<file path="src/rtl/drt_pkg.sv">
package drt_pkg;

	localparam int TARGET_BITS_DEF = 256;

	// quotient bits resolved by each divider cell
	localparam int DIV_STEPS = 4;

	// (I+1)*spacing <= timespan + spacing < 2^25
	localparam int DIVISOR_W = 25;
	// (I-1)*spacing, two's complement, -65535 .. 2^24
	localparam int BASE_W = 26;
	// |(I-1)*spacing + 2*actual| < 2^34
	localparam int MAG_W = 34;
	localparam int MULT_W = 35;

	localparam int CFG_IDX_W = 3;
	localparam int CFG_DATA_W = 32;

	typedef enum logic [CFG_IDX_W-1:0] {
		REG_MIN_HIST    = 3'd0,
		REG_SPACING     = 3'd1,
		REG_TIMESPAN    = 3'd2,
		REG_START_LIMIT = 3'd3,
		REG_LIMIT_SHIFT = 3'd4
	} reg_idx_t;

	localparam logic [1:0] OUT_COMPUTED = 2'd0;
	localparam logic [1:0] OUT_START    = 2'd1;
	localparam logic [1:0] OUT_CLAMPED  = 2'd2;

	localparam logic [15:0] RST_MIN_HIST    = 16'd24;
	localparam logic [15:0] RST_SPACING     = 16'd60;
	localparam logic [23:0] RST_TIMESPAN    = 24'd1200;
	localparam logic [31:0] RST_START_LIMIT = 32'd504365055;
	localparam logic [7:0]  RST_LIMIT_SHIFT = 8'd20;

	// constants derived from spacing and timespan
	typedef struct packed {
		logic                 busy;
		logic [BASE_W-1:0]    base;
		logic [DIVISOR_W-1:0] divisor;
	} derived_t;

endpackage

</file>
<file path="src/rtl/drt_div_cell.sv">
module drt_div_cell
	import drt_pkg::*;
#(
	parameter int W = TARGET_BITS_DEF
) (
	input  logic                 clk,
	input  logic                 arst_n,
	input  logic                 in_valid,
	output logic                 in_ready,
	input  logic [DIVISOR_W-1:0] in_rem,
	input  logic [W-1:0]         in_work,
	input  logic                 in_start,
	input  logic [DIVISOR_W-1:0] divisor,
	output logic                 out_valid,
	input  logic                 out_ready,
	output logic [DIVISOR_W-1:0] out_rem,
	output logic [W-1:0]         out_work,
	output logic                 out_start
);

	logic                 v_q;
	logic [DIVISOR_W-1:0] r;
	logic [W-1:0]         w;
	logic [DIVISOR_W:0]   trial;
	logic                 ge;

	// shift dividend bits into the remainder, quotient bits into the low end
	always_comb begin
		r = in_rem;
		w = in_work;
		for (int k = 0; k < DIV_STEPS; k++) begin
			trial = {r, w[W-1]};
			ge    = trial >= {1'b0, divisor};
			r     = ge ? DIVISOR_W'(trial - {1'b0, divisor}) : trial[DIVISOR_W-1:0];
			w     = {w[W-2:0], ge};
		end
	end

	assign in_ready = !v_q || out_ready;

	always_ff @(posedge clk or negedge arst_n) begin
		if (!arst_n) begin
			v_q <= 1'b0;
		end else if (in_ready) begin
			v_q <= in_valid;
		end
	end

	always_ff @(posedge clk) begin
		if (in_ready) begin
			out_rem   <= r;
			out_work  <= w;
			out_start <= in_start;
		end
	end

	assign out_valid = v_q;

endmodule

</file>
<file path="config.mk">
export PLATFORM = sky130hd
export DESIGN_NAME = drt_div_cell
export DESIGN_NICKNAME = d
export VERILOG_FILES = /design/src/rtl/drt_pkg.sv /design/src/rtl/drt_div_cell.sv
export SDC_FILE = /design/constraint.sdc
export NUM_CORES = 1
export LEC_CHECK = 0
export ABC_AREA = 1
export CORE_AREA = 2 2 233 235
export DETAILED_ROUTE_END_ITERATION = 10
export DIE_AREA = 0 0 235 237
export DONT_BUFFER_PORTS = 1
export SYNTH_ARGS = -nofsm -noshare
export SYNTH_HDL_FRONTEND = slang
export SYNTH_SLANG_ARGS = --single-unit
</file>
<file path="constraint.sdc">
create_clock -name clk -period 11.1 [get_ports clk]
set_clock_uncertainty 0.1 [all_clocks]
set_input_delay 0 -clock clk [delete_from_list [all_inputs] [get_ports clk]]
set_output_delay 0 -clock clk [all_outputs]
set_load 0.02 [all_outputs]
</file>
==> results of run 1 <==
## kinds of logic after synthesis
| family | after synthesis |
|---|---|
| xor+xnor | 73 |
| simple gates | 771 |
| buf+inv | 234 |
| flops | 283 |
| compound gates | 210 |
| fa+ha+maj | 104 |
## metrics by stage
step,instances,setup slack [ns]
detailed placement,2359,0.824
floorplan,1675,3.66
global placement,2359,0.923
## synthesized netlist by cell type (4+ instances only)
library cell  count
o21a_1           10
a21oi_1          94
nor2_2            6
nand2_1         456
o21bai_1         10
fa_1              4
or2_2             9
and2_1            4
xnor2_1          27
a21o_1           11
nand2_2          26
buf_4             7
o21ai_0          49
nor2_4            4
inv_2             4
buf_2            10
nand3_2           6
a31oi_1           5
inv_1           204
o21ai_1          20
xor2_1           46
ha_1            100
edfxtp_1        282
nor3_1            9
nand3_1         122
nand4_1          29
nor2_1           88
buf_6             6
==> results_dict.tcl, run 1 <==
set metrics [dict create \
    cts_buffers 30 \
    io_pins 595 \
    yosys.area_share.simple_pct 21.2 \
    die_h_um 237 \
    synth_fa_ha_area_share_pct 8.33 \
    async_flop_share_pct 0.353 \
    synth_compound_area_share_pct 7.31 \
    failed_stage "clock tree synthesis" \
    ys_ff_latch 283 \
    synth.distinct_cells 46 \
    synthCells 1675 \
    yosysTopAreaCell "edfxtp_1" \
    syn_avg_cell_area_um2 9.55 \
    postCtsSetupBuffers 0 \
    rows 85 \
    hold_buffers 484 \
    cts_sinks 283 \
    gp_congestion 1.12 \
    cts_root_buf "clkbuf_16" \
    synth_top_area_share_pct 53.0 \
    synth_area_leaders "edfxtp_1, nand2_1, ha_1" \
    stop_error "[ERROR RSZ-0060] Max buffer count reached." \
    synth_area_um2 16000 \
    synth_warnings 0 \
    outcome "stopped before the end" \
    synth_ff_type "edfxtp_1" \
    synth-xor-area-share_pct 4.00 \
    synthMuxAreaShare_pct 0 \
    die_x_um 235 \
    synth_edf_count 282 \
    clockBufferDepth 3 \
    syn_nets 2090 \
    dpl-instance-area_um2 16800 \
    ys_seq_area_share_pct 53.1 \
    h-tree-depth 1 \
    start_util_pct 30.0 \
    synth_top_family_by_area "simple AND/OR/NAND/NOR gates" \
    hpwl_um 55700 \
    post_cts_resized 0 \
    numPortBuffers 0 \
]
==> inputs of run 2 (changes only) <==
--- a/config.mk
+++ b/config.mk
@@ -6,10 +6,11 @@
 export NUM_CORES = 1
 export LEC_CHECK = 0
 export ABC_AREA = 1
-export CORE_AREA = 2 2 233 235
+export CORE_AREA = 2 2 229 231
 export DETAILED_ROUTE_END_ITERATION = 10
-export DIE_AREA = 0 0 235 237
+export DIE_AREA = 0 0 231 233
 export DONT_BUFFER_PORTS = 1
+export PLACE_DENSITY_LB_ADDON = 0.15
 export SYNTH_ARGS = -nofsm -noshare
 export SYNTH_HDL_FRONTEND = slang
 export SYNTH_SLANG_ARGS = --single-unit
==> run 2 against run 1 <==
Net effect:
- the run now ends clean
- synthesized cell count is the same
- synthesized area is the same
==> results_dict.tcl, run 2 <==
set metrics [dict create \
    maxSlewViolCount 0 \
    regArea_um2 8490 \
    area_delta_synth_final_pct 39.7 \
    critPathRequiredTime_ns 11.33 \
    reg_top3 "out_work x256, out_rem x25" \
    start_kind "input port" \
    synth_top_area_share_pct 53.0 \
    worstSetupEndpointType "flip-flop" \
    worstSkewPairLatency_ns 0.58 \
    outcome "complete, no violations" \
    power.switching_mw 2.49 \
    ys_ff_latch 283 \
    postLayoutCellArea_um2 22300 \
    top_register "out_work" \
    overflow 0 \
    setup_viol 0 \
    largest_register_ffs 256 \
    max_stage_delay_ns 0.69 \
    multi_input_area_um2 6530 \
    relSlewSlack_pct 28.4 \
    layout_common_cells "dlygate4sd3_1, nand2_1, edfxtp_1, inv_1, nand3_1" \
    start_util_pct 31.3 \
    hpwl_um 58400 \
    drive_above_1_share_pct 5.66 \
    coreArea_um2 51100 \
    synth_area_um2 16000 \
    rows 83 \
    ir_drop_mv 0.227 \
    grt_max_degree 77 \
    placed_cells 2339 \
    synth.distinct_cells 46 \
    cts_buffers 31 \
    hold_buffers 456 \
    ys_seq_area_share_pct 53.1 \
    nNetsFinal 2563 \
    r2r_setup_slack_ns 8.36 \
    dpl-instance-area_um2 16700 \
    p_leak_nw 9.62 \
    nFillCells 4825 \
    synth_top_cells_by_count "nand2_1, edfxtp_1, inv_1" \
    p_sw_share_pct 45.4 \
    grt_pass1_vias 13772 \
    drt-pass1-iter-count 5 \
    power_density_nw_per_um2 246 \
    numPortBuffers 0 \
    grt_pass1_wl_um 102000 \
    wl_per_cell_um 26.4 \
    syn_avg_cell_area_um2 9.55 \
    cts_sinks 283 \
    die_h_um 233 \
    hp-class "in2reg" \
    async_flop_share_pct 0.353 \
    clockPowerShare_pct 19.1 \
    hold_violations 0 \
    synth_warnings 0 \
    dieArea_um2 53800 \
    drc_errors 0 \
    ant_nets 0 \
    h-tree-depth 1 \
    fin_crit_sh_pct 90.6 \
    track_usage_pct 26.7 \
    post_cts_resized 0 \
    hold_start "in_work[59]" \
    r2r-start "out_valid" \
    io_pins 595 \
    synth.most_common_cell "nand2_1" \
    path_class "in2reg" \
    vias 14304 \
    worst_ep_arrival_time_ns 10.29 \
    gp_congestion 0.974 \
    period_needed_ns 10.06 \
    slowest_stage "o21ai_0" \
    clk_pin_slew_ns 0.07 \
    cts_tree "built" \
    maxCapViolCount 0 \
    yosysTopAreaCell "edfxtp_1" \
    syn_nets 2090 \
    die_x_um 231 \
    power_frac_seq_pct 30.5 \
    combPwrFrac_pct 50.4 \
    synthCells 1675 \
    finalSetupTns_ns 0 \
    rsz0062_at_grt "no" \
    drtIter0Drc 990 \
    crit_fanout 41 \
    synth_area_leaders "edfxtp_1, nand2_1, ha_1" \
    mostFrequentLayoutCell "dlygate4sd3_1" \
    postCtsSetupBuffers 0 \
    finalWirelength_um 75400 \
    antenna_found_initial 9 \
    setup.worst_path.start "divisor[24]" \
    clock.fmax_ghz 0.0994 \
    synth_ff_type "edfxtp_1" \
    hold_ws_ns 0.00272 \
    fin_cells 2858 \
    cts_root_buf "clkbuf_16" \
    tightestPinTransition_ns 1.07 \
    p_int_mw 3.00 \
    cp_common_cell "nand2_1" \
    synth_edf_count 282 \
    clockBufferDepth 3 \
    viasPerCell 5.00 \
]
[run 2: cell counts after synthesis]
No cell type changed its count.
[run 2: metal layers]
layer	GRT usage [%]	vias up	part of all wire, %
met5	0	-	0.024
met4	7.62	2	2.9
met3	9.15	103	11
met2	42.7	683	45
met1	34.2	6887	41
li1	-	6629	-
[run 2: worst paths after layout]
kind                                 endpoint  depth (start not counted)
min in group asynchronous           out_valid                          2
worst min register to register      out_valid                          2
worst max register to register  out_work[154]                          2
worst min-delay path             out_work[63]                          1
max in group asynchronous           out_valid                          2
worst max-delay path               out_rem[0]                         53
[run 2: metrics by stage]
step           util, %  worst slack, ns  total power, mW
2_1_floorplan        -             3.66             3.61
3_3_place_gp      32.7             1.22             4.28
3_5_place_dp      32.7             1.14             4.28
4_1_cts           43.7             1.15             5.50
5_1_grt           43.7            0.179             5.89
6_report          43.7             1.04             5.50
[run 2: power by group through the flow]
stage	registers (mW)	clock network [mW]	logic, mW
5_1_grt	1.68	1.11	3.10
6_report	1.68	1.05	2.77
3_5_place_dp	1.70	0	2.58
2_1_floorplan	1.63	0	1.97
3_3_place_gp	1.71	0	2.57
4_1_cts	1.68	1.07	2.75
[run 2: layout make-up]
class                           instances  share of cell area, %
Sequential cell                       283                   38.0
Multi-Input combinational cell       1158                   29.2
Timing Repair Buffer                  465                   20.7
Tap cell                              680                   3.81
Clock buffer                           35                   3.54
Inverter                              209                   3.51
Clock inverter                         23                   1.09
Antenna cell                            5                 0.0560
[run 2: critical path, delay by kind of cell]
| kind | cells | cell delay, ns |
|---|---|---|
| buf+inv | 9 | 1.77 |
| simple gates | 32 | 5.16 |
| fa+ha+maj | 4 | 1.45 |
| compound gates | 8 | 1.80 |
[run 2: cells by family (layout without fill, tap and decap cells)]
| logic type | after synthesis | in the layout | share of synthesized area, % |
|---|---|---|---|
| adder cells (fa/ha/maj) | 104 | 104 | 8.33 |
| AO/OA/AOI/OAI | 210 | 210 | 7.31 |
| flip-flops | 283 | 283 | 53.1 |
| other | 0 | 5 | 0 |
| AND/OR/NAND/NOR | 771 | 771 | 21.2 |
| buffers and inverters | 234 | 732 | 6.09 |
| XOR/XNOR | 73 | 73 | 4.00 |
(Power assumes the default switching activity.)
