[config.mk]
export PLATFORM = sky130hd
export DESIGN_NAME = drt_back
export DESIGN_NICKNAME = d
export VERILOG_FILES = /design/src/rtl/drt_pkg.sv /design/src/rtl/drt_back.sv
export SDC_FILE = /design/constraint.sdc
export NUM_CORES = 2
export LEC_CHECK = 0
export BUFFER_PORTS_ARGS = -buffer_cell sky130_fd_sc_hd__clkbuf_2
export CELL_PAD_IN_SITES_DETAIL_PLACEMENT = 2
export CELL_PAD_IN_SITES_GLOBAL_PLACEMENT = 2
export CORE_MARGIN = 2
export CORE_UTILIZATION = 30
export CTS_BUF_LIST = sky130_fd_sc_hd__clkbuf_16
export CTS_CLUSTER_SIZE = 12
export DETAILED_ROUTE_END_ITERATION = 10
export PLACE_DENSITY_LB_ADDON = 0.1
export SLEW_MARGIN = 15
export SYNTH_ARGS = -nofsm -noshare
export SYNTH_HDL_FRONTEND = slang
export SYNTH_SLANG_ARGS = --single-unit
[constraint.sdc]
create_clock -name clk -period 13.9 [get_ports clk]
set_input_delay 0.695 -clock clk [delete_from_list [all_inputs] [get_ports clk]]
set_output_delay 0.695 -clock clk [all_outputs]
set_load 0.005 [all_outputs]
[src/rtl/drt_pkg.sv]
package drt_pkg;

	localparam int TARGET_BITS_DEF = 256;

	// quotient bits resolved by each divider cell
	localparam int DIV_STEPS = 4;

	// (I+1)*spacing <= timespan + spacing < 2^25
	localparam int DIVISOR_W = 25;
	// (I-1)*spacing, two's complement, -65535 .. 2^24
	localparam int BASE_W = 26;
	// |(I-1)*spacing + 2*actual| < 2^34
	localparam int MAG_W = 34;
	localparam int MULT_W = 35;

	localparam int CFG_IDX_W = 3;
	localparam int CFG_DATA_W = 32;

	typedef enum logic [CFG_IDX_W-1:0] {
		REG_MIN_HIST    = 3'd0,
		REG_SPACING     = 3'd1,
		REG_TIMESPAN    = 3'd2,
		REG_START_LIMIT = 3'd3,
		REG_LIMIT_SHIFT = 3'd4
	} reg_idx_t;

	localparam logic [1:0] OUT_COMPUTED = 2'd0;
	localparam logic [1:0] OUT_START    = 2'd1;
	localparam logic [1:0] OUT_CLAMPED  = 2'd2;

	localparam logic [15:0] RST_MIN_HIST    = 16'd24;
	localparam logic [15:0] RST_SPACING     = 16'd60;
	localparam logic [23:0] RST_TIMESPAN    = 24'd1200;
	localparam logic [31:0] RST_START_LIMIT = 32'd504365055;
	localparam logic [7:0]  RST_LIMIT_SHIFT = 8'd20;

	// constants derived from spacing and timespan
	typedef struct packed {
		logic                 busy;
		logic [BASE_W-1:0]    base;
		logic [DIVISOR_W-1:0] divisor;
	} derived_t;

endpackage

[src/rtl/drt_back.sv]
module drt_back
	import drt_pkg::*;
#(
	parameter int TB = TARGET_BITS_DEF
) (
	input  logic          clk,
	input  logic          arst_n,
	input  logic          in_valid,
	output logic          in_ready,
	input  logic [TB-1:0] quot,
	input  logic          in_start,
	input  logic [7:0]    limit_shift,
	input  logic [31:0]   start_compact,
	output logic          out_valid,
	input  logic          out_ready,
	output logic [31:0]   next_bits,
	output logic [1:0]    outcome
);

	localparam int NL = (TB + 31) / 32;
	localparam int PW = NL * 32;

	logic v_s1, v_s2, v_s3, out_valid_q;
	logic en1, en2, en3, en_o;

	assign en_o     = !out_valid_q || out_ready;
	assign en3      = !v_s3 || en_o;
	assign en2      = !v_s2 || en3;
	assign en1      = !v_s1 || en2;
	assign in_ready = en1;

	always_ff @(posedge clk or negedge arst_n) begin
		if (!arst_n) begin
			v_s1        <= 1'b0;
			v_s2        <= 1'b0;
			v_s3        <= 1'b0;
			out_valid_q <= 1'b0;
		end else begin
			if (en1) begin
				v_s1 <= in_valid;
			end
			if (en2) begin
				v_s2 <= v_s1;
			end
			if (en3) begin
				v_s3 <= v_s2;
			end
			if (en_o) begin
				out_valid_q <= v_s3;
			end
		end
	end

	// stage 1: clamp
	logic [TB-1:0] limit;
	logic          clamp;

	always_comb begin
		limit = {TB{1'b1}} >> limit_shift;
		clamp = (quot == '0) || (quot > limit);
	end

	logic [TB-1:0] r_s1;
	logic [1:0]    oc_s1;
	logic          start_s1;

	always_ff @(posedge clk) begin
		if (en1) begin
			r_s1     <= clamp ? limit : quot;
			oc_s1    <= in_start ? OUT_START : (clamp ? OUT_CLAMPED : OUT_COMPUTED);
			start_s1 <= in_start;
		end
	end

	// stage 2: top non-zero byte in each word
	logic [PW-1:0] rp1;
	logic [NL-1:0] wnz;
	logic [1:0]    wtop [NL];

	always_comb begin
		rp1 = PW'(r_s1);
		for (int i = 0; i < NL; i++) begin
			wnz[i] = |rp1[32*i +: 32];
			priority if (rp1[32*i+24 +: 8] != 8'd0) begin
				wtop[i] = 2'd3;
			end else if (rp1[32*i+16 +: 8] != 8'd0) begin
				wtop[i] = 2'd2;
			end else if (rp1[32*i+8 +: 8] != 8'd0) begin
				wtop[i] = 2'd1;
			end else begin
				wtop[i] = 2'd0;
			end
		end
	end

	logic [TB-1:0] r_s2;
	logic [NL-1:0] wnz_s2;
	logic [1:0]    wtop_s2 [NL];
	logic [1:0]    oc_s2;
	logic          start_s2;

	always_ff @(posedge clk) begin
		if (en2) begin
			r_s2     <= r_s1;
			wnz_s2   <= wnz;
			wtop_s2  <= wtop;
			oc_s2    <= oc_s1;
			start_s2 <= start_s1;
		end
	end

	// stage 3: byte length
	logic [5:0] ns;

	always_comb begin
		ns = 6'd0;
		for (int i = 0; i < NL; i++) begin
			if (wnz_s2[i]) begin
				ns = 6'(4 * i) + 6'(wtop_s2[i]) + 6'd1;
			end
		end
	end

	logic [TB-1:0] r_s3;
	logic [5:0]    ns_s3;
	logic [1:0]    oc_s3;
	logic          start_s3;

	always_ff @(posedge clk) begin
		if (en3) begin
			r_s3     <= r_s2;
			ns_s3    <= ns;
			oc_s3    <= oc_s2;
			start_s3 <= start_s2;
		end
	end

	// output stage: mantissa extraction, keep clear of the sign bit
	logic [PW-1:0] rp3;
	logic [4:0]    sh_up;
	logic [7:0]    sh_dn;
	logic [23:0]   c;
	logic [5:0]    ns_f;

	always_comb begin
		rp3   = PW'(r_s3);
		sh_up = 5'((3 - int'(ns_s3)) * 8);
		sh_dn = 8'((int'(ns_s3) - 3) * 8);
		if (ns_s3 <= 6'd3) begin
			c = rp3[23:0] << sh_up;
		end else begin
			c = 24'(rp3 >> sh_dn);
		end
		ns_f = ns_s3;
		if (c[23]) begin
			c    = c >> 8;
			ns_f = ns_s3 + 6'd1;
		end
	end

	always_ff @(posedge clk) begin
		if (en_o) begin
			next_bits <= start_s3 ? start_compact : {2'b00, ns_f, c};
			outcome   <= oc_s3;
		end
	end

	assign out_valid = out_valid_q;

endmodule

* Yosys cells after proc, flatten, opt, wreduce, memory -nomap -nowiden
Cells that the tools add are included.
W data, S select, Z words.
** Storage, ports and cells
- Register bits :: 845
- Input bits :: 301
- Logic and storage cells :: 137
** Operators by class
- Add/subtract/negate cells :: 18
- $lt $le $gt $ge :: 2
- Shift-type cells :: 3
- Mux-type cells :: 30
- Reduce and logical (&&, ||, !) cells :: 50
** Operators by type and width (count)
- $gt A256 B256 Y1 :: 1
- $logic_not A256 Y1 :: 1
- $mux W256 :: 1
- $reduce_or A32 Y1 :: 8
- $shr A256 B8 Y24 :: 1
- $shr A256 B8 Y256 const A :: 1
- $reduce_bool A8 Y1 :: 24
- $mux W6 :: 8
- $add A6 B1 Y6 const B :: 5
- $mux W30 :: 1
- $add A5 B2 Y6 const A :: 4
- $mux W24 :: 1
- $shl A24 B5 Y24 :: 1
- $mux W23 :: 1
- $mux W1 :: 16
- $reduce_or A2 Y1 :: 8
- $add A5 B1 Y6 const B :: 2
- $add A4 B2 Y5 const A :: 2
- $le A6 B2 Y1 const B :: 1
- $add A4 B1 Y5 const B :: 1
- $logic_or A1 B1 Y1 :: 5
- $sub A5 B2 Y5 const B :: 1
- $add A3 B2 Y4 const A :: 1
- $logic_not A1 Y1 :: 4
- other kinds (4) :: 4

* Longest topological paths before layout
- Word-level depth :: 9
- Gate-level depth with buffers :: 21

* Worst setup path after synthesis
No wires, ideal clock.
- Path type :: in2reg
- From :: input port out_ready
- To :: register oc_s1[0], enable pin
- Data arrival time :: 8.012 ns
- Data required time :: 10.731 ns
- Slack :: 2.720 ns
- Stages on the path :: 2
- Path buffers :: 0
- Path through :: nor2b_1 nand4_1
** On the way
- Longest elaborated chain between the ends :: 4
** Ends and longest elaborated chain
- from (decl) :: RTL line drt_back.sv:15 : input logic out_ready,
- $logic_or A1 B1 Y1 :: RTL line drt_back.sv:26 : assign en_o = !out_valid_q || out_ready;
- $logic_or A1 B1 Y1 :: RTL line drt_back.sv:27 : assign en3 = !v_s3 || en_o;
- $logic_or A1 B1 Y1 :: RTL line drt_back.sv:28 : assign en2 = !v_s2 || en3;
- $logic_or A1 B1 Y1 :: RTL line drt_back.sv:29 : assign en1 = !v_s1 || en2;
- via in_ready :: RTL line drt_back.sv:9 : output logic in_ready,
- to (signal assigned) :: RTL line drt_back.sv:70 : oc_s1 <= in_start ? OUT_START : (clamp ? OUT_CLAMPED : OUT_COMPUTED);
- to (decl) :: RTL line drt_back.sv:64 : logic [1:0] oc_s1;
The timed path passes the listed nets, and every way through them passes these cells.
A chain may end at the register's enable or synchronous reset.

* Worst setup path in the final report
- From :: input port limit_shift[6]
- To :: register r_s1[192] (data pin)
** On the way
- Longest elaborated chain between the ends :: 4
** Ends and longest elaborated chain
- from (decl) :: RTL line drt_back.sv:12 : input logic [7:0] limit_shift,
- $shr A256 B8 Y256 (*) :: RTL line drt_back.sv:59 : limit = {TB{1'b1}} >> limit_shift;
- $gt A256 B256 Y1 :: RTL line drt_back.sv:60 : clamp = (quot == '0) || (quot > limit);
- $logic_or A1 B1 Y1 :: RTL line drt_back.sv:60
- $mux W256 (*) :: RTL line drt_back.sv:69 : r_s1 <= clamp ? limit : quot;
- to (signal assigned) :: RTL line drt_back.sv:69
- to (decl) :: RTL line drt_back.sv:63 : logic [TB-1:0] r_s1;
Every way passes the cells marked *; elsewhere a longest branch is shown, timed or not.

==> flow_summary_export.csv <==
group,metric,value,unit
global_routing,grt_overflow_total,0,
synth,mappedNetlistNets,4001,
floorplan,ios,337,
clock_tree,cts_sinks,845,
global_routing,grt_util_met1,0.389,
clock_tree,cts-buffers-inserted,101,
placed_design,port-buffer-count,336,
detailed_routing,routed-via-count,33300,
global_routing,grt_first_pass_wirelength,286,mm
power_and_ir_drop,power.density_cell_area,158,nW/um^2
finish,nNetsFinal,4306,
setup_path,worst_ep_arrival_time,9790,ps
global_routing,most_used_routing_layer_in_global_routing,"met2",
clock_tree,tritoncts,"done",
global_routing,grt_antenna_before_repair,36,
sta,finalSetupViolations,0,
clock_tree,clock_tree.root_cell,"sky130_fd_sc_hd__clkbuf_16",
clock_tree,cts_max_level,3,
sta,tightest_slew,1300,ps
global_routing,groute.usage.overall,0.271,
detailed_routing,routedWlPerCell,36.1,um
setup_path,timing.critical_path.required,14360,ps
finish,fillerInstances,15700,
detailed_routing,drt.antenna.violating_nets,0,
finish,final_common_cell,"sky130_fd_sc_hd__edfxtp_1",
clock_tree,number_of_instances_resized_during_post_cts_repair,0,
synth,syn_inst,3436,
setup_path,startpoint_type,"primary input",
floorplan,die_width,393,um
synth,yosys_warnings,0,
synth,ys.flop_type,"sky130_fd_sc_hd__edfxtp_1",
sta,fin_setup_tns,0,ps
job,max_cap_violations,0,
clock_tree,clkTransAtPathRegs,60,ps
global_routing,number_of_global_route_vias_before_repair,34000,
synth,synth.top_cells.by_area,"sky130_fd_sc_hd__edfxtp_1 (56%), sky130_fd_sc_hd__mux4_2 (9.7%), sky130_fd_sc_hd__ha_1 (7.3%)",
worst_hold_path,timing.hold.worst.class,"primary input to flip-flop",
setup_path,slowest_delay,970,ps
sta,hold_violations,0,
setup_path,cpMaxStageDelayCell,"sky130_fd_sc_hd__nand2_1",
global_routing,maximum_number_of_pins_on_one_net_before_global_route_repair,164,
setup_path,path_cells,"clkbuf_2 -> nand2_1 -> buf_4 -> clkinv_1 -> nand2_1 -> inv_1 -> nand2_1 -> nor2_1 -> ha_1 -> nand4_1 -> nor2_1 -> nand4_1 -> nor2_1 -> nand4_4 -> and3_1 -> a32o_4 -> a21o_4 -> buf_12 -> buf_4 -> mux2_2",
setup_path,crit-reg2reg-launch,"ns_s3[1]",
setup_path,worstRegToRegCells,10,
power_and_ir_drop,power_leakage,19.9,nW
floorplan,chipHeight,393,um
sta,fin_skew,39.0,ps
worst_hold_path,hold_path_startpoint,"in_valid",
clock_tree,postCtsHoldBufs,1,
status,outcome,"finished, final reports clean",
sta,achievable-frequency,107,MHz
floorplan,floorplan.initialDensity,0.302,
setup_path,setup.worst_path.start,"limit_shift[6]",
sta,layout_worst_path_cycle_share,0.671,
worst_hold_path,min_delay_path_depth,2,
global_routing,global_route.usage.met2,0.414,
synth,synth-edff-count,841,
synth,synth_async_sr_flop_share,0.00473,
clock_tree,postCtsSetupBuffers,0,
detailed_routing,avgViaCountPerCell,5.70,
finish,final_core_util,0.351,
power_and_ir_drop,ir_drop,104,uV
setup_path,worst_setup_path_end_kind,"flip-flop",
setup_path,worst-path-max-fanout,127,
worst_hold_path,worst_hold_path.endpoint,"v_s1",
synth,synth_seq_area_share,0.560,
synth,synth_top_cell_area_share,0.557,
placed_design,place_hpwl,167,mm
clock_tree,clockBufferDepth,3,
clock_tree,clock_latency,720,ps
detailed_routing,detail_route.drc_violations,0,
synth,ys_ff_latch,845,
synth,netlist_area,45300,sq um
synth,synth_cell_type_count,66,
setup_path,critPathKind,"primary input to flip-flop",
finish,multi_input_gate_area_in_the_final_layout,18600,sq um
setup_path,capture_point_of_the_worst_reg_to_reg_path,"next_bits[11]",
finish,synthesis_to_layout_area_growth,16.1,%
global_routing,globalRouteMet3Util,0.0356,
setup_path,worst_path_dominant_cell_family,"simple AND/OR/NAND/NOR gates",
sta,drv_slew,0,
placed_design,gp_routability_congestion,0.926,
sta,max-slew-margin-rel,0.128,
floorplan,rows,142,
sta,grt_setup_unrepaired,"no",
sta,post-route-min-period,9330,ps
synth,syn_area_per_cell,13.2,sq um
finish,ff_latch_area,25400,sq um
synth,yosysTopAreaCell,"sky130_fd_sc_hd__edfxtp_1",
floorplan,die_area,154000,sq um
detailed_routing,drt-pass1-iter-count,6,
setup_path,reg2reg_slack,9010,ps
finish,drive_gt1_frac,0.211,
detailed_routing,postRouteWirelength,211,mm
detailed_routing,drt_iter0_markers,3299,
floorplan,core-area,150000,sq um
finish,mostFrequentLayoutCells,"sky130_fd_sc_hd__edfxtp_1 (841), sky130_fd_sc_hd__clkbuf_2 (336), sky130_fd_sc_hd__a21oi_1 (278)",
setup_path,critical_path.n_buffers_inverters,6,
==> flip-flops by register name, indices dropped and copies added (netlist names) <==
name	count
r_s1	256
r_s2	256
r_s3	256
next_bits	32
wtop_s2	16
wnz_s2	8
ns_s3	6
oc_s1	2
oc_s2	2
oc_s3	2
outcome	2
out_valid	1
start_s1	1
start_s2	1
start_s3	1
v_s1	1
v_s2	1
v_s3	1
==> layout make-up <==
type | count | area share
multi-input combinational | 2234 | 0.353
timing repair buffer | 405 | 0.0431
tap | 2016 | 0.0479
antenna | 8 | 0.000381
clock inverter | 82 | 0.0144
sequential | 845 | 0.482
inverter | 154 | 0.0110
clock buffer | 102 | 0.0485
==> synth_stat cells, types with 9 or more instances <==
master / n
sky130_fd_sc_hd__nor4_1: 110
sky130_fd_sc_hd__buf_6: 24
sky130_fd_sc_hd__nand3_1: 58
sky130_fd_sc_hd__edfxtp_1: 841
sky130_fd_sc_hd__nand2b_1: 18
sky130_fd_sc_hd__a221oi_1: 16
sky130_fd_sc_hd__buf_2: 24
sky130_fd_sc_hd__clkbuf_1: 132
sky130_fd_sc_hd__buf_1: 20
sky130_fd_sc_hd__ha_1: 264
sky130_fd_sc_hd__or4_1: 33
sky130_fd_sc_hd__a21oi_1: 278
sky130_fd_sc_hd__mux4_2: 196
sky130_fd_sc_hd__a211oi_1: 131
sky130_fd_sc_hd__mux2i_1: 161
sky130_fd_sc_hd__inv_1: 151
sky130_fd_sc_hd__nand2_1: 274
sky130_fd_sc_hd__and4_1: 9
sky130_fd_sc_hd__a31oi_1: 9
sky130_fd_sc_hd__nand4_1: 65
sky130_fd_sc_hd__a21o_1: 44
sky130_fd_sc_hd__a311oi_1: 15
sky130_fd_sc_hd__nor3_1: 31
sky130_fd_sc_hd__and3_1: 18
sky130_fd_sc_hd__nor2b_1: 10
sky130_fd_sc_hd__mux2_2: 37
sky130_fd_sc_hd__nor2_1: 183
sky130_fd_sc_hd__and2_1: 20
sky130_fd_sc_hd__o21ai_0: 155
==> per-stage QoR <==
step           instances  hold slack (ps)  setup WS (ps)  cell area [sq um]  power, W
3_3_place_gp        5652              400           3900              49300   0.00568
3_5_place_dp        5653              406           3840              49300   0.00572
5_1_grt             5838              193           4260              52600   0.00865
6_report            5846              189           4570              52600   0.00833
2_1_floorplan       3436              399           2720              45300   0.00475
4_1_cts             5838              130           4590              52600   0.00842
==> per-layer routing <==
metal / vias to the layer above / wire (um) / part of all wire
met2: 1252 / 93100 / 0.44
met4: 6 / 8840 / 0.042
met3: 252 / 12500 / 0.059
met5: - / 34 / 0.00016
li1: 14200 / - / -
met1: 17600 / 96600 / 0.46
==> power by group <==
group	internal, W	switching (W)	total (W)
Clock	0.00154	0.00114	0.00268
Combinational	0.000778	0.00118	0.00196
Sequential	0.00331	0.000388	0.00370
Total	0.00562	0.00271	0.00833
==> worst max path at each step <==
| stage | to | slack, ps | cells after the start |
|---|---|---|---|
| floorplan | oc_s1[0] | 2720 | 2 |
| global placement | r_s1[176] | 3900 | 20 |
| detailed placement | r_s1[176] | 3840 | 20 |
| CTS | r_s1[240] | 4590 | 20 |
| global route | r_s1[240] | 4260 | 20 |
| finish | r_s1[192] | 4570 | 20 |
==> logic make-up after synthesis <==
group                    after synthesis  share of synthesized area
flip-flops                           845                      0.560
buffers and inverters                357                     0.0345
AND/OR/NAND/NOR                      860                     0.0938
AO/OA/AOI/OAI                        697                     0.0928
adder cells (fa/ha/maj)              264                     0.0729
multiplexers                         402                      0.144
XOR/XNOR                              11                    0.00213
==> worst register-to-register path: stages, from the launching register on <==
cell,delay [ps]
sky130_fd_sc_hd__edfxtp_1,360
sky130_fd_sc_hd__buf_4,250
sky130_fd_sc_hd__ha_4,870
sky130_fd_sc_hd__buf_12,530
sky130_fd_sc_hd__mux4_2,520
sky130_fd_sc_hd__mux4_2,470
sky130_fd_sc_hd__nand3_1,90
sky130_fd_sc_hd__o21ai_0,150
sky130_fd_sc_hd__a31oi_4,830
sky130_fd_sc_hd__o21ai_0,270
sky130_fd_sc_hd__mux2_2,310
Power figures use the tool's default switching activity.
