$ cat src/rtl/drt_pkg.sv
package drt_pkg;

	localparam int TARGET_BITS_DEF = 256;

	// quotient bits resolved by each divider cell
	localparam int DIV_STEPS = 4;

	// (I+1)*spacing <= timespan + spacing < 2^25
	localparam int DIVISOR_W = 25;
	// (I-1)*spacing, two's complement, -65535 .. 2^24
	localparam int BASE_W = 26;
	// |(I-1)*spacing + 2*actual| < 2^34
	localparam int MAG_W = 34;
	localparam int MULT_W = 35;

	localparam int CFG_IDX_W = 3;
	localparam int CFG_DATA_W = 32;

	typedef enum logic [CFG_IDX_W-1:0] {
		REG_MIN_HIST    = 3'd0,
		REG_SPACING     = 3'd1,
		REG_TIMESPAN    = 3'd2,
		REG_START_LIMIT = 3'd3,
		REG_LIMIT_SHIFT = 3'd4
	} reg_idx_t;

	localparam logic [1:0] OUT_COMPUTED = 2'd0;
	localparam logic [1:0] OUT_START    = 2'd1;
	localparam logic [1:0] OUT_CLAMPED  = 2'd2;

	localparam logic [15:0] RST_MIN_HIST    = 16'd24;
	localparam logic [15:0] RST_SPACING     = 16'd60;
	localparam logic [23:0] RST_TIMESPAN    = 24'd1200;
	localparam logic [31:0] RST_START_LIMIT = 32'd504365055;
	localparam logic [7:0]  RST_LIMIT_SHIFT = 8'd20;

	// constants derived from spacing and timespan
	typedef struct packed {
		logic                 busy;
		logic [BASE_W-1:0]    base;
		logic [DIVISOR_W-1:0] divisor;
	} derived_t;

endpackage

$ cat src/rtl/drt_setup.sv
module drt_setup
	import drt_pkg::*;
(
	input  logic        clk,
	input  logic        arst_n,
	input  logic        kick,
	input  logic [15:0] spacing,
	input  logic [23:0] timespan,
	output derived_t    derived
);

	typedef enum logic [2:0] {ST_LOAD, ST_DIV, ST_MUL, ST_SUM, ST_DONE} st_t;

	st_t                  state_q;
	logic [15:0]          sp_q;
	logic [23:0]          work_q;
	logic [15:0]          rem_q;
	logic [4:0]           cnt_q;
	logic [23:0]          isp_q;
	logic [BASE_W-1:0]    base_q;
	logic [DIVISOR_W-1:0] div_q;
	logic [16:0]          trial;
	logic                 ge;

	always_comb begin
		trial = {rem_q, work_q[23]};
		ge    = trial >= {1'b0, sp_q};
	end

	// restoring division timespan / spacing, one bit a cycle
	always_ff @(posedge clk or negedge arst_n) begin
		if (!arst_n) begin
			state_q <= ST_LOAD;
			cnt_q   <= '0;
		end else if (kick) begin
			state_q <= ST_LOAD;
		end else begin
			unique case (state_q)
				ST_LOAD: begin
					sp_q    <= (spacing == 16'd0) ? 16'd1 : spacing;
					work_q  <= timespan;
					rem_q   <= '0;
					cnt_q   <= 5'd23;
					state_q <= ST_DIV;
				end
				ST_DIV: begin
					rem_q  <= ge ? 16'(trial - {1'b0, sp_q}) : trial[15:0];
					work_q <= {work_q[22:0], ge};
					cnt_q  <= cnt_q - 5'd1;
					if (cnt_q == 5'd0) begin
						state_q <= ST_MUL;
					end
				end
				ST_MUL: begin
					// I*spacing never exceeds timespan
					isp_q   <= 24'(40'(work_q) * 40'(sp_q));
					state_q <= ST_SUM;
				end
				ST_SUM: begin
					base_q  <= {2'b00, isp_q} - {10'd0, sp_q};
					div_q   <= {1'b0, isp_q} + {9'd0, sp_q};
					state_q <= ST_DONE;
				end
				ST_DONE: begin
				end
			endcase
		end
	end

	assign derived.busy    = (state_q != ST_DONE);
	assign derived.base    = base_q;
	assign derived.divisor = div_q;

endmodule

$ cat config.mk
export PLATFORM = sky130hd
export DESIGN_NAME = drt_setup
export DESIGN_NICKNAME = d
export VERILOG_FILES = /design/src/rtl/drt_pkg.sv /design/src/rtl/drt_setup.sv
export SDC_FILE = /design/constraint.sdc
export NUM_CORES = 1
export LEC_CHECK = 0
export BUFFER_PORTS_ARGS = -buffer_cell sky130_fd_sc_hd__clkbuf_2
export CAP_MARGIN = 20
export CORE_MARGIN = 2
export CORE_UTILIZATION = 45
export CTS_CLUSTER_SIZE = 24
export DETAILED_ROUTE_END_ITERATION = 7
export HOLD_SLACK_MARGIN = 0.12
export MAX_ROUTING_LAYER = met4
export SYNTH_ARGS = -nofsm -noshare
export SYNTH_HDL_FRONTEND = slang
export SYNTH_SLANG_ARGS = --single-unit
$ cat constraint.sdc
create_clock -name clk -period 6.5 [get_ports clk]
set_input_delay 1.3 -clock clk [delete_from_list [all_inputs] [get_ports clk]]
set_output_delay 1.3 -clock clk [all_outputs]
set_load 0.01 [all_outputs]
Word level (Yosys, flattened, before mapping)
Index checks and enable logic that the tools add are counted.

Bits in registers: 139. Output and inout bits: 52. Input bits: 43. Word-level logic and storage cells: 38.

Order comparisons: 1. Bitwise gates (word level): 1. Add/subtract/negate cells: 4. Eq/ne operators: 5. Muxes and demuxes: 7. Multiply operators: 1. Reduce and logical (&&, ||, !) cells: 11.

Operators by type and width (number): one-hot mux 24 bit (2 select lines) (1); one-hot mux 16 bit (2 select lines) (1); adder 24 x 16 -> 25 bit (1); subtractor 24 x 16 -> 25 bit (1); multiplier 24 x 16 -> 24 bit (1); >= comparator 17 x 16 -> 1 bit (1); zero test 16 bit (1); two-way mux 16 bit (1); subtractor 16 bit (1); one-hot mux 3 bit (4 select lines) (1); AND reduction 3 bit (4); one-hot mux 5 bit (2 select lines) (1); equality test 3 x 2 -> 1 bit (second input constant) (2); two-way mux 3 bit (2); != test 3 bit (second input constant) (2); zero test 5 bit (1); nonzero test 5 bit (1); subtractor 5 x 1 -> 5 bit (second input constant) (1); AND reduction 2 bit (2); equality test 3 x 1 -> 1 bit (second input constant) (1); zero test 3 bit (1); nonzero test 2 bit (1); inverter 1 bit (1).

Logic depth before layout (Yosys ltp)
Gate-level depths: netlist of the first run.

Depth after elaboration: 4. Mapped depth: 22.

Worst setup path before layout of the first run
OpenSTA, ideal clock, no wires.

Path type: input -> register. Start point: input port arst_n. End point: register base_q[10], enable pin. Arrival time: 6.471 ns. Cell stages on the path: 2. Buffers on the path: 0. Path slack: -0.566 ns. Data required time: 5.905 ns. Cell sequence: nand2_1 -> nor4b_1.

Word-level cells in the longest chain between the ends: 1.

Ends and longest elaborated chain: from (decl) (RTL line drt_setup.sv:5) `input logic arst_n,`; AND reduction 3 bit (no line); to (signal assigned) (RTL line drt_setup.sv:60) `base_q <= {2'b00, isp_q} - {10'd0, sp_q};`; to (decl) (RTL line drt_setup.sv:20) `logic [BASE_W-1:0] base_q;`.

No other way between the ends. A chain may end at the register's enable or synchronous reset.

Worst setup path after layout of the first run
Start point: register work_q[9]. End point: register isp_q[20] (data pin).

Word-level cells in the longest chain between the ends: 1.

Ends and longest elaborated chain: from (decl) (RTL line drt_setup.sv:16) `logic [23:0] work_q;`; from (signal assigned) (RTL line drt_setup.sv:41) `work_q <= timespan;`; from (signal assigned) (RTL line drt_setup.sv:48) `work_q <= {work_q[22:0], ge};`; multiplier 24 x 16 -> 24 bit (RTL line drt_setup.sv:56) `isp_q <= 24'(40'(work_q) * 40'(sp_q));`; to (signal assigned) (RTL line drt_setup.sv:56); to (decl) (RTL line drt_setup.sv:19) `logic [23:0] isp_q;`.

No other way between the ends.

==> results.sh, run 1 <==
export IMPL_status="complete, no violations"
export IMPL_cap_violations=0
export IMPL_first_global_vias=11454
export IMPL_drive_above_1_share=0.1114
export IMPL_ant_nets=0
export IMPL_dieArea_sq_um=35810
export IMPL_synthArstFlopShare=0.05839
export IMPL_hold_path_class="flip-flop to flip-flop"
export IMPL_synthCells=1632
export IMPL_synth_distinct_cells=64
export IMPL_cp_start_kind="flip-flop"
export IMPL_routed_wl_mm=38.75
export IMPL_antenna_cells=0
export IMPL_slew_violations=0
export IMPL_rows=67
export IMPL_rr_worst_depth=20
export IMPL_drtPass1Iterations=5
export IMPL_p_switching_mw=2.681
export IMPL_initial_utilization=0.4581
export IMPL_tightest_slew_ns=1.095
export IMPL_ir_worst_vdd_mv=0.3603
export IMPL_cts_max_path_buffers=2
export IMPL_grt_met2_usage=0.3602
export IMPL_fin_ws_ns=0.4040
export IMPL_gr_usage_met1=0.3204
export IMPL_dp_hpwl_mm=31.51
export IMPL_syn_num_nets=1978
export IMPL_crit_start="work_q[9]"
export IMPL_r2r_slack_ns=0.40
export IMPL_clock_skew_ns=0.01509
export IMPL_synth_edf_count=129
export IMPL_top_usage_layer="met2"
export IMPL_grt_usage=0.2309
export IMPL_synth_area_top_cells="fa_1 (25%), edfxtp_1 (25%), ha_1 (8.8%), inv_1 (6.5%), nand2_1 (6.2%)"
export IMPL_globalRouteMet3Util=0.03281
export IMPL_io_buffers=94
export IMPL_clk_root_buffer_cell="clkbuf_16"
export IMPL_worst_path_buf_inv=6
export IMPL_rsz0062_at_grt="no"
export IMPL_die_x_microns=189.2
export IMPL_hold_slack_ns=0.5508
export IMPL_crit_cells=20
export IMPL_fin_crit_sh=0.9378
export IMPL_intPower_mw=3.485
export IMPL_die_h_microns=189.2
export IMPL_seq_power_share=0.199
export IMPL_final_area_sq_um=17150
export IMPL_finalHoldViolations=0
export IMPL_syn_area_per_cell_sq_um=9.460
export IMPL_synthToLayoutAreaGrowth_pct=11.10
export IMPL_arrival_ns=6.33
export IMPL_crit_chain="buf_4, buf_4, and2_1, fa_1, inv_1, fa_1, fa_1, inv_1, fa_1, fa_1, inv_1, fa_1, inv_1, ha_1, o21a_1, o21ai_0, a21oi_1, o31ai_1, or4b_1, o311ai_0"
export IMPL_cts_buffers=17
export IMPL_htree_levels=4
export IMPL_yosysTopAreaCellShare=0.2529
export IMPL_grt_pass1_wl_mm=61.86
export IMPL_ys_warn_count=0
export IMPL_p_clk_frac=0.158
export IMPL_slew_headroom=0.2703
export IMPL_gp_congestion=0.9467
export IMPL_setup_tns_ns=0
export IMPL_pwr_density_cell_nw_per_um2=359.5
export IMPL_cp_max_fo=7
export IMPL_crit_type="flip-flop to flip-flop"
export IMPL_place_area_sq_um=16470
export IMPL_core_area_sq_um=33700
export IMPL_num_nets_final=2057
export IMPL_leakage_nw=7.791
export IMPL_grt_start_max_net_pins=50
export IMPL_clk_insertion_delay_late_ns=0.43
export IMPL_hold_buffers=0
export IMPL_viasPerCell=5.215
export IMPL_path_clk_slew_ns=0.07
export IMPL_worstPathRequired_ns=6.73
export IMPL_synth_commonest_cells="inv_1 (266), nand2_1 (253), fa_1 (195)"
export IMPL_synth_top_flop_cell="edfxtp_1"
export IMPL_period_needed_ns=6.096
export IMPL_avgRoutedWirePerCell_microns=17.84
export IMPL_cp_top_family="adder cells"
export IMPL_worst_setup_path_end_kind="flip-flop"
export IMPL_antenna_found_initial=0
export IMPL_max_stage_delay_ns=0.53
export IMPL_synth_most_common_cell="inv_1"
export IMPL_swShare=0.4348
export IMPL_cts_sinks=137
export IMPL_worst_path_most_repeated_cell="fa_1"
export IMPL_top_level_ports=95
export IMPL_timing_rr_end="isp_q[20]"
export IMPL_max_freq_mhz=164.0
export IMPL_drtIter0Drc=663
export IMPL_syn_cell_area_sq_um=15440
export IMPL_synth_seq_cells=137
export IMPL_pre_cts_ws_ns=0.1936
export IMPL_yosys_area_top_type="fa_1"
export IMPL_crit_end="isp_q[20]"
export IMPL_overflow=0
export IMPL_drc=0
export IMPL_cts_tree="built"
export IMPL_yosysSeqAreaShare=0.2639
export IMPL_reg2reg_from="work_q[9]"
export IMPL_cpMaxStageDelayCell="fa_1"
export IMPL_finalSetupViolCount=0
export IMPL_via_count=11328
export IMPL_combPwrFrac=0.643
## final cells by class
cell class                      instances  area (sq um)
Inverter                              266         998.5
Timing Repair Buffer                  145         873.3
Fill cell                            3104         16550
Sequential cell                       137          4074
Tap cell                              448         560.5
Clock inverter                         15         165.2
Multi-Input combinational cell       1144         10060
Clock buffer                           17         425.4
## layer usage
metal,share of wire,routed length [microns]
met2,0.46,17720
met3,0.065,2501
met1,0.46,17850
met5,0,0
met4,0.018,679
## placed cells by master, fill, tap and decap left out, drive strengths merged, types with 11 or more instances in the layout
cell,Yosys,final
nand2b,15,15
nor3,19,19
ha,108,108
buf,8,51
a21o,25,25
nor2b,11,11
inv,266,272
clkbuf,77,111
a211oi,11,11
xnor2,67,67
nor2,60,60
nand2,253,253
nand3,20,20
a21oi,61,61
o21ai,41,41
xor2,24,24
and2,117,117
fa,195,195
edfxtp,129,129
## registers in the layout, indices dropped and copies added, names as in the netlist
register  flops
base_q       24
cnt_q         5
div_q        25
isp_q        24
rem_q        16
sp_q         16
state_q       3
work_q       24
## stage by stage
step | utilization | instances | power [mW]
after floorplan | - | 1632 | 4.272
after global placement | 0.4888 | 2131 | 5.097
after detailed placement | 0.4888 | 2131 | 5.192
after CTS | 0.5063 | 2163 | 6.197
after global routing | 0.5090 | 2172 | 6.808
final | 0.5090 | 2172 | 6.166
## power groups by stage
| stage | combinational (mW) | clock (mW) | sequential, mW |
|---|---|---|---|
| after floorplan | 3.05 | 0 | 1.22 |
| after global placement | 3.85 | 0 | 1.25 |
| after detailed placement | 3.94 | 0 | 1.25 |
| after CTS | 3.97 | 0.999 | 1.23 |
| after global routing | 4.54 | 1.03 | 1.23 |
| final | 3.96 | 0.974 | 1.23 |
## what timing repair did
action / 4_1_cts / 5_1_grt
endpoints found under the setup margin: 0 / 2
gates resized for setup: 0 / 1
setup buffers: 0 / 8
## cell families (layout without fill, tap and decap cells)
family	Yosys count	count (layout)	share of synthesized area
flops	137	137	0.2639
xor+xnor	91	91	0.05162
simple gates	539	539	0.1678
buf+inv	351	443	0.08664
compound gates	210	210	0.08899
fa+ha+maj	303	303	0.3404
mux	1	1	0.0006484
## how the worst min path moves through the flow
| stage | start | end | slack (ns) | depth (start not counted) |
|---|---|---|---|---|
| 4_1_cts | cnt_q[0] | cnt_q[0] | 0.55 | 1 |
| 3_3_place_gp | cnt_q[0] | cnt_q[0] | 0.53 | 1 |
| 2_1_floorplan | cnt_q[0] | cnt_q[0] | 0.51 | 1 |
| 3_5_place_dp | cnt_q[0] | cnt_q[0] | 0.54 | 1 |
| 6_report | cnt_q[0] | cnt_q[0] | 0.55 | 1 |
| 5_1_grt | cnt_q[0] | cnt_q[0] | 0.58 | 1 |
Note: power is estimated with default switching activity, not from simulation.
==> run 2: changes to the inputs <==
Settings changed: CTS_BUF_LIST set to sky130_fd_sc_hd__clkbuf_2 sky130_fd_sc_hd__clkbuf_4 sky130_fd_sc_hd__clkbuf_8.
==> run 2 against run 1 <==
Worst setup slack got worse by 0.013 ns. Largest power group unchanged. Critical endpoint unchanged. Highest routed layer unchanged. Final area shrank 1.1%. Sequential power barely moved. Sequential share of layout area up 0.27 points. Total power fell by 4.2%. Critical path depth is the same.
==> results.sh, run 2 (same netlist as run 1, synthesis figures left out) <==
export IMPL_antenna_cells=0
export IMPL_pwr_density_cell_nw_per_um2=348.4
export IMPL_grt_pass1_wl_mm=61.64
export IMPL_overflow=0
export IMPL_worst_setup_path_end_kind="flip-flop"
export IMPL_cts_sinks=137
export IMPL_antenna_found_initial=0
export IMPL_crit_chain="buf_4, buf_4, and2_1, fa_1, inv_1, fa_1, fa_1, inv_1, fa_1, fa_1, inv_1, fa_1, inv_1, ha_1, o21a_1, o21ai_0, a21oi_1, o31ai_1, or4b_1, o311ai_0"
export IMPL_crit_end="isp_q[20]"
export IMPL_hold_path_class="flip-flop to flip-flop"
export IMPL_worstPathRequired_ns=6.76
export IMPL_grt_usage=0.2309
export IMPL_layout_filler_cells=3124
export IMPL_ant_nets=0
export IMPL_hold_buffers=0
export IMPL_tightest_slew_ns=1.104
export IMPL_reg2reg_from="work_q[9]"
export IMPL_grt_start_max_net_pins=50
export IMPL_top_level_ports=95
export IMPL_fin_util=0.5033
export IMPL_core_area_sq_um=33700
export IMPL_cts_max_path_buffers=2
export IMPL_ir_worst_vdd_mv=0.3602
export IMPL_drtPass1Iterations=5
export IMPL_finalSetupViolCount=0
export IMPL_rr_worst_depth=20
export IMPL_drc=0
export IMPL_r2r_slack_ns=0.39
export IMPL_viasPerCell=5.188
export IMPL_die_h_microns=189.2
export IMPL_multi_input_area_sq_um=10060
export IMPL_largest_register_ffs=25
export IMPL_crit_start="work_q[9]"
export IMPL_htree_levels=4
export IMPL_drive_above_1_share=0.1114
export IMPL_worst_path_buf_inv=6
export IMPL_cp_max_fo=7
export IMPL_final_cell_mix="inv_1 (266), nand2_1 (253), fa_1 (195)"
export IMPL_final_area_sq_um=16960
export IMPL_timing_rr_end="isp_q[20]"
export IMPL_clock_skew_ns=0.01986
export IMPL_fin_crit_sh=0.9399
export IMPL_crit_type="flip-flop to flip-flop"
export IMPL_arrival_ns=6.37
export IMPL_setup_tns_ns=0
export IMPL_clk_root_buffer_cell="clkbuf_8"
export IMPL_gp_congestion=0.9467
export IMPL_cp_top_family="adder cells"
export IMPL_worst_path_most_repeated_cell="fa_1"
export IMPL_first_global_vias=11453
export IMPL_max_stage_delay_ns=0.53
export IMPL_finalHoldViolations=0
export IMPL_cts_tree="built"
export IMPL_leakage_nw=7.704
export IMPL_num_nets_final=2057
export IMPL_path_clk_slew_ns=0.09
export IMPL_die_x_microns=189.2
export IMPL_rsz0062_at_grt="no"
export IMPL_rows=67
export IMPL_cp_start_kind="flip-flop"
export IMPL_status="complete, no violations"
export IMPL_cts_buffers=17
export IMPL_max_freq_mhz=163.7
export IMPL_synthToLayoutAreaGrowth_pct=9.863
export IMPL_place_area_sq_um=16470
export IMPL_hold_slack_ns=0.5572
export IMPL_routed_wl_mm=38.71
export IMPL_regMostFlops="div_q"
export IMPL_final_common_cell="inv_1"
export IMPL_dieArea_sq_um=35810
export IMPL_io_buffers=94
export IMPL_via_count=11268
export IMPL_slew_violations=0
export IMPL_period_needed_ns=6.109
export IMPL_avgRoutedWirePerCell_microns=17.82
export IMPL_slew_headroom=0.2640
export IMPL_dp_hpwl_mm=31.51
export IMPL_cpMaxStageDelayCell="fa_1"
export IMPL_clk_insertion_delay_late_ns=0.47
export IMPL_cap_violations=0
export IMPL_regArea_sq_um=4074
export IMPL_crit_cells=20
export IMPL_initial_utilization=0.4581
export IMPL_drtIter0Drc=822
run 2: cell count changes in the layout (fill, tap and decap cells not counted):
cell       previous run  this run
clkbuf_16            17         0
clkbuf_8              0        17
run 2: metrics by stage:
| stage | instances | setup slack (ns) | power (mW) |
|---|---|---|---|
| finish | 2172 | 0.3906 | 5.909 |
| global route | 2172 | 0.05998 | 6.550 |
| CTS | 2163 | 0.1737 | 5.938 |
| detailed placement | 2131 | 0.1936 | 5.192 |
| global placement | 2131 | 0.2817 | 5.097 |
| floorplan | 1632 | 0.4868 | 4.272 |
run 2: layout make-up:
cell class              count  share of cell area
clock inverters            15            0.009737
inverters                 266             0.05887
clock buffers              17             0.01379
well taps                 448             0.03305
multi-input cells        1144              0.5929
repair buffers            145             0.05149
flip-flops and latches    137              0.2402
run 2: worst register-to-register path, cell delays in order, from the launching register on:
cell and delay [ns]:
edfxtp_1 0.47, buf_4 0.20, buf_4 0.17, and2_1 0.17
fa_1 0.50, inv_1 0.05, fa_1 0.48, fa_1 0.53
inv_1 0.06, fa_1 0.49, fa_1 0.49, inv_1 0.05
fa_1 0.53, inv_1 0.04, ha_1 0.35, o21a_1 0.22
o21ai_0 0.15, a21oi_1 0.10, o31ai_1 0.31, or4b_1 0.46
o311ai_0 0.11
run 2: how the worst min path moves through the flow:
stage | startpoint | endpoint | slack [ns] | cells past startpoint
floorplan | cnt_q[0] | cnt_q[0] | 0.51 | 1
global placement | cnt_q[0] | cnt_q[0] | 0.53 | 1
detailed placement | cnt_q[0] | cnt_q[0] | 0.54 | 1
CTS | cnt_q[0] | cnt_q[0] | 0.56 | 1
global route | cnt_q[0] | cnt_q[0] | 0.58 | 1
finish | cnt_q[0] | cnt_q[0] | 0.56 | 1
run 2: timing repair:
item | 4_1_cts | 5_1_grt
gates resized for setup | 0 | 1
setup buffers | 0 | 8
endpoints found under the setup margin | 0 | 2
run 2: per-layer routing:
| layer | GRT usage | routed length [microns] |
|---|---|---|
| met2 | 0.3555 | 17570 |
| met1 | 0.3185 | 17880 |
| met3 | 0.03355 | 2366 |
| met4 | 0.06917 | 890 |
| met5 | - | 0 |
run 2: power by group:
group	switching [mW]	internal, mW	total [mW]
clock	0.373	0.348	0.720
combinational	2.24	1.72	3.96
sequential	0.0389	1.19	1.23
total	2.65	3.26	5.91
==> run 3: changes to the inputs <==
Settings changed: CELL_PAD_IN_SITES_DETAIL_PLACEMENT set to 0, CELL_PAD_IN_SITES_GLOBAL_PLACEMENT set to 2, CORE_UTILIZATION 45 to 37, PLACE_DENSITY_LB_ADDON set to 0.1.
==> run 3 against run 2 <==
Critical endpoint unchanged. Utilization down 8.7 points. Highest routed layer unchanged. Sequential power hardly changed. Register-to-register slack got worse by 0.03 ns.
==> results.sh, run 3 (same netlist as run 1, synthesis figures left out) <==
export IMPL_intPower_mw=3.324
export IMPL_slew_headroom=0.2548
export IMPL_dp_hpwl_mm=36.24
export IMPL_arrival_ns=6.40
export IMPL_r2r_slack_ns=0.36
export IMPL_finalSetupViolCount=0
export IMPL_leakage_nw=7.722
export IMPL_drtPass1Iterations=6
export IMPL_max_freq_mhz=162.8
export IMPL_p_clk_frac=0.126
export IMPL_crit_chain="buf_4, and2_1, fa_1, inv_1, fa_1, fa_1, fa_1, inv_1, fa_1, inv_1, fa_1, inv_1, ha_1, nand4_1, a211oi_2, a21oi_2, a21oi_2, o31ai_2, or4b_1, o311ai_0"
export IMPL_drtIter0Drc=667
export IMPL_whs_path_depth=1
export IMPL_io_buffers=94
export IMPL_grt_pass1_wl_mm=70.79
export IMPL_antenna_found_initial=6
export IMPL_cts_sinks=137
export IMPL_core_area_sq_um=41020
export IMPL_first_global_vias=12095
export IMPL_grt_start_max_net_pins=50
export IMPL_die_x_microns=208.3
export IMPL_avgRoutedWirePerCell_microns=20.01
export IMPL_multi_input_area_sq_um=10070
export IMPL_worst_path_most_repeated_cell="fa_1"
export IMPL_seq_power_share=0.202
export IMPL_final_common_cell="inv_1"
export IMPL_clock_skew_ns=0.02734
export IMPL_crit_type="flip-flop to flip-flop"
export IMPL_rr_worst_depth=20
export IMPL_cpMaxStageDelayCell="fa_1"
export IMPL_setup_tns_ns=0
export IMPL_synthToLayoutAreaGrowth_pct=10.63
export IMPL_num_nets_final=2059
export IMPL_clk_root_buffer_cell="clkbuf_8"
export IMPL_antenna_cells=0
export IMPL_gp_congestion=0.8375
export IMPL_cts_buffers=17
export IMPL_combPwrFrac=0.671
export IMPL_htree_levels=4
export IMPL_drive_above_1_share=0.1141
export IMPL_worst_setup_path_end_kind="flip-flop"
export IMPL_drc=0
export IMPL_regArea_sq_um=4074
export IMPL_hold_path_class="flip-flop to flip-flop"
export IMPL_pwr_density_cell_nw_per_um2=354.5
export IMPL_grt_usage=0.2232
export IMPL_clk_insertion_delay_late_ns=0.51
export IMPL_cp_max_fo=10
export IMPL_cp_start_kind="flip-flop"
export IMPL_final_cell_mix="inv_1 (266), nand2_1 (253), fa_1 (195)"
export IMPL_ir_worst_vdd_mv=0.3137
export IMPL_status="complete, no violations"
export IMPL_hold_slack_ns=0.5551
export IMPL_layout_filler_cells=4112
export IMPL_rows=74
export IMPL_largest_register_ffs=25
export IMPL_rsz0062_at_grt="no"
export IMPL_viasPerCell=5.017
export IMPL_hold_buffers=0
export IMPL_slew_violations=0
export IMPL_ant_nets=0
export IMPL_cts_max_path_buffers=2
export IMPL_cts_tree="built"
export IMPL_worstHoldStart="cnt_q[0]"
export IMPL_fin_crit_sh=0.9449
export IMPL_timing_rr_end="isp_q[20]"
export IMPL_max_stage_delay_ns=0.56
export IMPL_dieArea_sq_um=43380
export IMPL_swShare=0.4510
export IMPL_period_needed_ns=6.142
export IMPL_overflow=0
export IMPL_die_h_microns=208.3
export IMPL_top_level_ports=95
export IMPL_p_switching_mw=2.731
export IMPL_via_count=11328
export IMPL_worstPathRequired_ns=6.76
export IMPL_routed_wl_mm=45.19
export IMPL_path_clk_slew_ns=0.10
export IMPL_initial_utilization=0.3764
export IMPL_finalHoldViolations=0
export IMPL_cap_violations=0
export IMPL_tightest_slew_ns=1.118
export IMPL_regMostFlops="div_q"
export IMPL_hold_path_endpoint="cnt_q[0]"
export IMPL_reg2reg_from="sp_q[4]"
==> run 3: cell types whose count changed in the layout (fill, tap and decap cells not counted), sizes merged <==
cell / previous run / this run
clkinvlp: 4 / 1
clkbuf: 111 / 113
inv: 272 / 267
clkinv: 3 / 8
buf: 51 / 53
bufinv: 2 / 3
==> run 3: worst max-delay path by stage <==
| stage | from | end | slack (ns) |
|---|---|---|---|
| after floorplan | sp_q[1] | isp_q[20] | 0.49 |
| after global placement | work_q[6] | isp_q[20] | 0.36 |
| after detailed placement | sp_q[4] | isp_q[20] | 0.21 |
| after CTS | sp_q[4] | isp_q[20] | 0.11 |
| after global routing | sp_q[4] | isp_q[23] | 0.02 |
| final | sp_q[4] | isp_q[20] | 0.36 |
==> run 3: layout make-up <==
class,count,share of cell area
repair buffers,147,0.05084
multi-input cells,1144,0.5897
well taps,532,0.03897
inverters,266,0.05846
clock inverters,13,0.008937
clock buffers,19,0.01458
flip-flops and latches,137,0.2385
==> run 3: critical path, delay by kind of cell (launching register included) <==
kind,cells,cell delay [ns]
flip-flops,1,0.46
buffers and inverters,5,0.41
AO/OA/AOI/OAI,5,0.84
AND/OR/NAND/NOR,3,0.81
adder cells (fa/ha/maj),7,3.38
==> run 3: metrics by stage <==
| step | total power [mW] | util | cells | worst slack, ns | instance area [sq um] |
|---|---|---|---|---|---|
| global route | 6.733 | 0.4164 | 2258 | 0.01885 | 17080 |
| detailed placement | 5.288 | 0.4062 | 2226 | 0.2134 | 16660 |
| CTS | 6.092 | 0.4160 | 2258 | 0.1103 | 17060 |
| floorplan | 4.272 | - | 1632 | 0.4868 | 15440 |
| global placement | 5.274 | 0.4062 | 2226 | 0.3589 | 16660 |
| finish | 6.055 | 0.4164 | 2258 | 0.3582 | 17080 |
==> run 3: power groups by stage <==
| stage | sequential, mW | combinational (mW) | clock, mW |
|---|---|---|---|
| 3_3_place_gp | 1.25 | 4.03 | 0 |
| 4_1_cts | 1.23 | 4.07 | 0.794 |
| 6_report | 1.23 | 4.07 | 0.764 |
| 2_1_floorplan | 1.22 | 3.05 | 0 |
| 3_5_place_dp | 1.25 | 4.04 | 0 |
| 5_1_grt | 1.23 | 4.68 | 0.821 |
==> run 3: timing repair <==
action / CTS / global route
gates resized for setup: 0 / 4
endpoints found under the hold margin: 0 / 0
setup buffers: 0 / 0
setup endpoints to repair: 0 / 2
==> run 3: metal layers <==
| layer | vias up | part of all wire | global-route usage |
|---|---|---|---|
| li1 | 5355 | - | - |
| met5 | - | 0 | - |
| met2 | 249 | 0.47 | 0.3632 |
| met4 | 0 | 0.018 | 0.05383 |
| met3 | 43 | 0.044 | 0.03366 |
| met1 | 5681 | 0.47 | 0.2935 |
